`src/rtl/decision_stump_search_defines.svh`:
```
// Assertion macros for the decision stump search block.
// Included by the top level; no other dependencies.
`ifndef DECISION_STUMP_SEARCH_DEFINES_SVH
`define DECISION_STUMP_SEARCH_DEFINES_SVH

// cons must hold in the same cycle as ante
`define DSS_ASSERT_SAME(lbl, clk, rstn, ante, cons, msg) \
  lbl: assert property (@(posedge clk) disable iff (!rstn) (ante) |-> (cons)) else $error(msg);

// cons must hold in the cycle after ante
`define DSS_ASSERT_NEXT(lbl, clk, rstn, ante, cons, msg) \
  lbl: assert property (@(posedge clk) disable iff (!rstn) (ante) |=> (cons)) else $error(msg);

`endif

```
`src/rtl/dss_pkg.sv`:
```
// Shared types and constants for the decision stump search block.
// No dependencies.
`timescale 1ns / 1ps

package dss_pkg;

  localparam int unsigned MAX_EXAMPLES_DEF = 1024;
  localparam int unsigned WEIGHT_BITS_DEF  = 16;

  localparam int unsigned SAMPLE_W   = 16;
  localparam int unsigned IDX_OUT_W  = 11;
  localparam int unsigned CNT_OUT_W  = 11;
  localparam int unsigned WSUM_OUT_W = 26;

  typedef enum logic [1:0] {
    ST_LOAD,
    ST_PREP,
    ST_SCAN,
    ST_DRAIN
  } dss_state_e;

  typedef struct packed {
    logic clear;
    logic rd_valid;
  } scan_ctrl_t;

  typedef struct packed {
    logic pipe_busy;
    logic found;
  } scan_stat_t;

endpackage

```
`src/rtl/dss_scan_pipe.sv`:
```
// Threshold scan pipeline: left-side sums, rule scoring, best-stump tracking.
// Depends on dss_pkg.
`timescale 1ns / 1ps

module dss_scan_pipe
  import dss_pkg::*;
#(
  parameter int unsigned WEIGHT_BITS = 16,
  parameter int unsigned CW          = 11,
  parameter int unsigned EWB         = 16,
  parameter int unsigned SW          = 27,
  parameter int unsigned HW          = 27
) (
  input  logic           clk_i,
  input  logic           rst_ni,
  input  scan_ctrl_t     ctrl_i,
  input  logic [CW-1:0]  rd_idx_i,
  input  logic           rd_label_i,
  input  logic [EWB-1:0] rd_weight_i,
  input  logic [CW-1:0]  n_i,
  input  logic [CW-1:0]  pos_total_i,
  input  logic [SW-1:0]  wtotal_i,
  input  logic [SW-1:0]  pos_wtotal_i,
  output scan_stat_t     stat_o,
  output logic [CW-1:0]  best_idx_o,
  output logic           best_dir_o,
  output logic [CW-1:0]  best_cnt_o,
  output logic [SW-1:0]  best_w_o
);

  localparam logic [HW-1:0] HALF = HW'(1) << (WEIGHT_BITS - 1);

  logic [CW-1:0]  neg_total_q;
  logic [SW-1:0]  wneg_total_q;
  logic           prev_label_q;
  logic [EWB-1:0] prev_w_q;
  logic [CW-1:0]  pos_l_q, neg_l_q;
  logic [SW-1:0]  wpos_l_q, wneg_l_q;

  logic           s1_v_q, s2_v_q, s3_v_q;
  logic [CW-1:0]  s1_idx_q, s2_idx_q, s3_idx_q;
  logic [CW-1:0]  s2_cnt_a_q, s2_cnt_b_q;
  logic [SW-1:0]  s2_w_a_q, s2_w_b_q;
  logic [CW-1:0]  s3_cnt_q;
  logic [SW-1:0]  s3_w_q;
  logic           s3_dir_q;

  logic           found_q;
  logic [CW-1:0]  best_idx_q, best_cnt_q;
  logic           best_dir_q;
  logic [SW-1:0]  best_w_q;

  logic           take;

  assign take = s3_v_q && (!found_q || ((s3_cnt_q < best_cnt_q) && (HW'(s3_w_q) < HALF)));

  always_ff @(posedge clk_i or negedge rst_ni) begin
    if (!rst_ni) begin
      neg_total_q  <= '0;
      wneg_total_q <= '0;
      prev_label_q <= 1'b0;
      prev_w_q     <= '0;
      pos_l_q      <= '0;
      neg_l_q      <= '0;
      wpos_l_q     <= '0;
      wneg_l_q     <= '0;
      s1_v_q       <= 1'b0;
      s2_v_q       <= 1'b0;
      s3_v_q       <= 1'b0;
      s1_idx_q     <= '0;
      s2_idx_q     <= '0;
      s3_idx_q     <= '0;
      s2_cnt_a_q   <= '0;
      s2_cnt_b_q   <= '0;
      s2_w_a_q     <= '0;
      s2_w_b_q     <= '0;
      s3_cnt_q     <= '0;
      s3_w_q       <= '0;
      s3_dir_q     <= 1'b0;
      found_q      <= 1'b0;
      best_idx_q   <= '0;
      best_cnt_q   <= '0;
      best_dir_q   <= 1'b0;
      best_w_q     <= '0;
    end else if (ctrl_i.clear) begin
      neg_total_q  <= n_i - pos_total_i;
      wneg_total_q <= wtotal_i - pos_wtotal_i;
      prev_label_q <= 1'b0;
      prev_w_q     <= '0;
      pos_l_q      <= '0;
      neg_l_q      <= '0;
      wpos_l_q     <= '0;
      wneg_l_q     <= '0;
      s1_v_q       <= 1'b0;
      s2_v_q       <= 1'b0;
      s3_v_q       <= 1'b0;
      found_q      <= 1'b0;
      best_idx_q   <= '0;
      best_cnt_q   <= '0;
      best_dir_q   <= 1'b0;
      best_w_q     <= '0;
    end else begin
      // stage 1: fold example k-1 into the left sums, flag a label change at k
      s1_v_q <= 1'b0;
      if (ctrl_i.rd_valid) begin
        prev_label_q <= rd_label_i;
        prev_w_q     <= rd_weight_i;
        s1_idx_q     <= rd_idx_i;
        if (rd_idx_i != '0) begin
          s1_v_q <= (rd_label_i != prev_label_q);
          if (prev_label_q) begin
            pos_l_q  <= pos_l_q + CW'(1);
            wpos_l_q <= wpos_l_q + SW'(prev_w_q);
          end else begin
            neg_l_q  <= neg_l_q + CW'(1);
            wneg_l_q <= wneg_l_q + SW'(prev_w_q);
          end
        end
      end
      // stage 2: score both rules
      s2_v_q     <= s1_v_q;
      s2_idx_q   <= s1_idx_q;
      s2_cnt_a_q <= neg_l_q + (pos_total_i - pos_l_q);
      s2_w_a_q   <= wneg_l_q + (pos_wtotal_i - wpos_l_q);
      s2_cnt_b_q <= pos_l_q + (neg_total_q - neg_l_q);
      s2_w_b_q   <= wpos_l_q + (wneg_total_q - wneg_l_q);
      // stage 3: pick the rule, below-positive wins a tie
      s3_v_q   <= s2_v_q;
      s3_idx_q <= s2_idx_q;
      if (s2_cnt_a_q <= s2_cnt_b_q) begin
        s3_cnt_q <= s2_cnt_a_q;
        s3_w_q   <= s2_w_a_q;
        s3_dir_q <= 1'b1;
      end else begin
        s3_cnt_q <= s2_cnt_b_q;
        s3_w_q   <= s2_w_b_q;
        s3_dir_q <= 1'b0;
      end
      // stage 4: best so far
      if (take) begin
        found_q    <= 1'b1;
        best_idx_q <= s3_idx_q;
        best_cnt_q <= s3_cnt_q;
        best_dir_q <= s3_dir_q;
        best_w_q   <= s3_w_q;
      end
    end
  end

  assign stat_o.pipe_busy = s1_v_q | s2_v_q | s3_v_q;
  assign stat_o.found     = found_q;
  assign best_idx_o       = best_idx_q;
  assign best_dir_o       = best_dir_q;
  assign best_cnt_o       = best_cnt_q;
  assign best_w_o         = best_w_q;

endmodule

```
`config.mk`:
```
export PLATFORM = sky130hd
export DESIGN_NAME = dss_scan_pipe
export DESIGN_NICKNAME = d
export VERILOG_FILES = /design/src/rtl/decision_stump_search_defines.svh /design/src/rtl/dss_pkg.sv /design/src/rtl/dss_scan_pipe.sv
export SDC_FILE = /design/constraint.sdc
export NUM_CORES = 1
export LEC_CHECK = 0
export BUFFER_PORTS_ARGS = -buffer_cell sky130_fd_sc_hd__clkbuf_2
export CAP_MARGIN = 40
export CORE_ASPECT_RATIO = 0.6
export CORE_UTILIZATION = 55
export CTS_CLUSTER_DIAMETER = 80
export DETAILED_ROUTE_END_ITERATION = 10
export PLACE_DENSITY = 0.74
export SETUP_SLACK_MARGIN = 0.15
export SLEW_MARGIN = 5
export SYNTH_ARGS = -nofsm -noshare
export SYNTH_HDL_FRONTEND = slang
export SYNTH_SLANG_ARGS = --single-unit
```
`constraint.sdc`:
```
create_clock -name clk_i -period 3.45 [get_ports clk_i]
set_clock_uncertainty 0.05 [all_clocks]
set_input_delay 0.5175 -clock clk_i [delete_from_list [all_inputs] [get_ports clk_i]]
set_output_delay 0.5175 -clock clk_i [all_outputs]
set_load 0.01 [all_outputs]
```
# After elaboration in Yosys (flattened, before gate mapping)
# Index checks and enable logic that the tools add are counted.
# totals
regBits	333
latchBits	0
ram_bits	0
romBits	0
output_inout_bits	52
mem_count	0
# classes
addsub	14
mul	0
div	0
order_cmp	3
eq_ne	2
shift	0
n_mux	38
n_bitwise	3
reduce_logical	12
# ops
op	n
2-to-1 mux 27 bit	11
2-to-1 mux 11 bit	13
subtractor 27 bit	3
adder 27 x 16 -> 27 bit	2
adder 27 bit	2
subtractor 11 bit	3
2-to-1 mux 16 bit	2
less-than comparator 27 x 16 -> 1 bit, second input constant	1
adder 11 x 1 -> 11 bit, second input constant	2
adder 11 bit	2
2-to-1 mux 1 bit	12
<= comparator 11 bit	1
less-than comparator 11 bit	1
nonzero test 11 bit	1
nonzero test 2 bit	4
AND reduction 3 bit	2
logical AND 1 bit	2
!= test 2 bit, second input constant	1
OR 1 bit	2
AND reduction 2 bit	1
zero test 1 bit	1
logical OR 1 bit	1
!= test 1 bit	1
NOT 1 bit	1

# Logic depth before layout (Yosys ltp)
# depth
ltp_word	6
depth_mapped	14
ltp_nobuf	14

# Worst setup path after synthesis
# No wires, ideal clock.
# synth_timing
kind	in2reg
startpoint	input port pos_wtotal_i[1]
endpoint	register s2_w_a_q[19]
setup_ns	0.149
arrival_ns	2.935
required_ns	3.251
setup_slack_ns	0.316
stages	12
path_buffers	0
path_cell_list	inv_1 > fa_1 > inv_1 > ha_1 > a211oi_1 > nor2_1 > o311ai_0 > a211oi_1 > o21a_1 > o211ai_1 > mux2i_1 > o311ai_0
# synth_via
elab_chain_cells	2
# synth_lines
element	line	rtl
start, declared	dss_scan_pipe.sv:23	input logic [SW-1:0] pos_wtotal_i,
subtractor 27 bit	dss_scan_pipe.sv:124	s2_w_a_q <= wneg_l_q + (pos_wtotal_i - wpos_l_q);
adder 27 bit	dss_scan_pipe.sv:124	
end signal, assigned	dss_scan_pipe.sv:124	
end, declared	dss_scan_pipe.sv:43	logic [SW-1:0] s2_w_a_q, s2_w_b_q;
# No other way between the ends.
# A chain may end at the register's enable or synchronous reset.

# Final worst setup path
# layout_timing
startpoint	register wpos_l_q[3]
endpoint	register s2_w_a_q[15]
# layout_via
elab_chain_cells	2
# layout_lines
element	line	rtl
start, declared	dss_scan_pipe.sv:38	logic [SW-1:0] wpos_l_q, wneg_l_q;
start signal, assigned	dss_scan_pipe.sv:113	wpos_l_q <= wpos_l_q + SW'(prev_w_q);
subtractor 27 bit	dss_scan_pipe.sv:124	
adder 27 bit	dss_scan_pipe.sv:124	
# No other way between the ends.

==> results.ini <==
[run_status]
status = finished clean

[clocking]
tritoncts = yes
cts_buffer_depth = 3
clk_pin_slew_ns = 0.07
clk_latency_ns = 0.54
cts_root_buf = clkbuf_16
cts_buffers = 35
cts.sinks = 333
h-tree-depth = 2

[route]
routed_wl_um = 66000
wl_per_cell_um = 19.6
drtIter0Drc = 2034
antenna_left = 0
via_count = 19700
drc = 0
drt-pass1-iter-count = 6
routed_via_density = 5.84

[timing]
fmax_mhz = 310
period_minus_slack_ns = 3.23
worst_slew_pin_slew_ns = 0.814
hold_viol = 0
rsz0062_at_grt = true
relSlewSlack_pct = 45.8
setup_tns_ns = 0
setup_viol = 0
maxSlewViolCount = 0
min_period_over_period_pct = 93.5

[power]
comb_power_share_pct = 37.5
p_leak_uw = 0.0129
switchingPower_uw = 5360
p_sw_share_pct = 36.6
power.total_uw = 14700
clockPowerShare_pct = 27.0
p_seq_share_pct = 35.6
powerDensity_nw_per_um2 = 548
vdd_drop_max_v = 0.000356
power.internal_uw = 9300

[placement]
port_buffers = 159
dpl.hpwl_um = 50600
gp_congestion = 0.992

[final_layout]
drive_gt1_share_pct = 16.1
nets = 3137
syn2layout_area_growth_pct = 14.8
post-route-util_pct = 65.1

[critical_path]
end_kind = flip-flop
r2r_slack_ns = 0.22
arrival_ns = 3.61
start_kind = flip-flop
timing.rr.start = wpos_l_q[3]$_DFFE_PN0P_
crit_required_ns = 3.83
worstPathMaxFanout = 3
r2r-end = s2_w_a_q[15]$_DFFE_PN0N_
worstSetupPathType = flip-flop to flip-flop
rr_worst_depth = 15
crit_start = wpos_l_q[3]$_DFFE_PN0P_

[die]
rows = 57
core_um2 = 41100
initial_core_util_pct = 56.7
dieArea_um2 = 43200
die_width_um = 268
io-pin-count = 160
die_h_um = 161

[job]
maxCapViolCount = 0

[synth]
synth_top_cell_area_share_pct = 35.8
synth_top_cell_by_area = dfrtp_1
synth_area_leaders = dfrtp_1, ha_1, fa_1, inv_1, o21ai_0
synth_ff_type = dfrtp_1
syn_area_um2 = 23300
ys_seq_elements = 333
synth-edff-count = 0
postSynthCellCount = 2585
synth_area_per_cell_um2 = 9.01
yosysWarnings = 0
synth_cell_types = 88
async_flop_share_pct = 100
synth_nets = 2936
yosysSeqAreaShare_pct = 35.8

[global_route]
grt_pass1_vias = 19000
grt_pass1_wl_um = 104000
grt_usage_pct = 30.7
grt_remaining_overflow = 0
grt_max_degree = 120
antenna_found_initial = 3

[hold_path]
min_from = rd_weight_i[12]
whs_path_depth = 3
hold_path.class = input port to flip-flop
worstHoldEndpoint = prev_w_q[12]$_DFFE_PN0P_

[worst max-delay path, cell delays in order, from the launching register on]
cell	delay, ns
dfrtp_1	0.40
buf_4	0.15
fa_1	0.49
inv_1	0.04
ha_1	0.29
o21ai_1	0.11
nor2_2	0.07
o311ai_2	0.29
buf_4	0.17
a211oi_2	0.06
buf_4	0.17
o21a_1	0.21
buf_4	0.17
o21ai_2	0.14
a21oi_1	0.09
a311oi_1	0.22
[cells in the mapped netlist (23+ instances only)]
cell / instances
nand2_1: 218
inv_1: 357
fa_1: 76
xnor2_1: 72
o31ai_1: 23
mux2_2: 45
xor2_1: 42
a21o_1: 65
nor2b_1: 24
nand3_1: 88
ha_1: 167
buf_1: 23
mux2i_1: 69
a21oi_1: 172
nor3_1: 43
o21a_1: 32
dfrtp_1: 333
nor2_1: 132
o21ai_0: 229
clkbuf_1: 70
[sequential cells by signal, indices dropped and copies added (netlist names), 11 cells and up]
name	flops
wneg_l_q	27
wpos_l_q	27
best_cnt_o	11
s2_cnt_a_q	11
prev_w_q	16
s2_w_b_q	27
s3_w_q	27
best_idx_o	11
s2_idx_q	11
neg_total_q	11
s3_idx_q	11
wneg_total_q	27
neg_l_q	11
best_w_o	27
s2_w_a_q	27
s2_cnt_b_q	11
s1_idx_q	11
s3_cnt_q	11
pos_l_q	11
[worst max-delay path by stage]
stage	slack, ns	end	depth (start not counted)
2_1_floorplan	0.32	s2_w_a_q[19]$_DFFE_PN0N_	12
3_3_place_gp	-0.33	s2_w_a_q[15]$_DFFE_PN0N_	16
3_5_place_dp	-0.34	s2_w_a_q[15]$_DFFE_PN0N_	16
4_1_cts	0.15	wneg_l_q[20]$_DFFE_PN0P_	11
5_1_grt	0.1	s2_w_a_q[25]$_DFFE_PN0N_	15
6_report	0.22	s2_w_a_q[15]$_DFFE_PN0N_	15
[layout make-up]
cell class	count	area [um^2]
sequential	333	8340
multi-input combinational	1792	13400
clock buffer	49	1010
clock inverter	14	165
inverter	359	1350
antenna	2	5.00
fill	3404	14300
tap	560	701
timing repair buffer	265	1750
[metrics by stage]
step	worst slack (ns)	hold slack, ns	instance area (um^2)	cells
4_1_cts	0.154	0.164	26500	3363
5_1_grt	0.0955	0.179	26700	3373
3_3_place_gp	-0.326	0.370	25200	3295
2_1_floorplan	0.316	0.172	23300	2585
3_5_place_dp	-0.341	0.373	25300	3298
6_report	0.223	0.174	26700	3374
[placed cells by master (no fill, tap or decap), drive strengths merged, types with 15 or more instances in the layout]
cell	Yosys	routed
xnor2	72	72
a21oi	173	173
o31ai	25	25
buf	31	107
nand2	218	218
a211oi	24	24
xor2	42	42
or3	16	16
nand2b	15	15
fa	76	76
nor2b	25	25
o21ai	237	237
and3	20	20
o21bai	21	21
nor3	44	44
o21a	32	32
inv	358	360
clkbuf	70	206
nand3	88	88
nor2	133	133
dfrtp	333	333
mux2i	69	69
nand4	20	20
ha	167	167
a31oi	16	16
a21o	65	65
mux2	48	48
[per-layer routing]
| layer | part of all wire (%) | GRT usage [%] | vias to the layer above |
|---|---|---|---|
| met4 | 2.1 | 7.09 | 0 |
| met2 | 43 | 44.3 | 694 |
| met3 | 7.9 | 5.99 | 90 |
| met1 | 47 | 47.1 | 9624 |
| met5 | 0 | 0 | - |
| li1 | - | - | 9297 |
[cell families (layout without fill, tap and decap cells)]
group                    after synthesis  after routing  synth area share, %
AO/OA/AOI/OAI                        693            693                 18.8
XOR/XNOR                             114            114                 4.29
adder cells (fa/ha/maj)              243            243                 15.5
buffers and inverters                460            687                 7.49
flip-flops                           333            333                 35.8
multiplexers                         117            117                 5.29
other                                  0              2                    0
AND/OR/NAND/NOR                      625            625                 12.8
[what timing repair did]
item	CTS	global route
hold buffers	1	0
hold endpoints to repair	34	0
gates cloned	0	0
setup endpoints to repair	15	34
buffers inserted	1	9
gates resized for setup	12	52
pin swaps	1	13
[power groups by stage]
stage,Sequential (uW),Clock [uW],Combinational [uW]
6_report,5220,3960,5490
5_1_grt,5280,4160,6040
4_1_cts,5190,4010,5260
3_5_place_dp,5260,0,5170
3_3_place_gp,5220,0,5010
2_1_floorplan,5040,0,3540
Note: power is estimated with default switching activity, not from simulation.
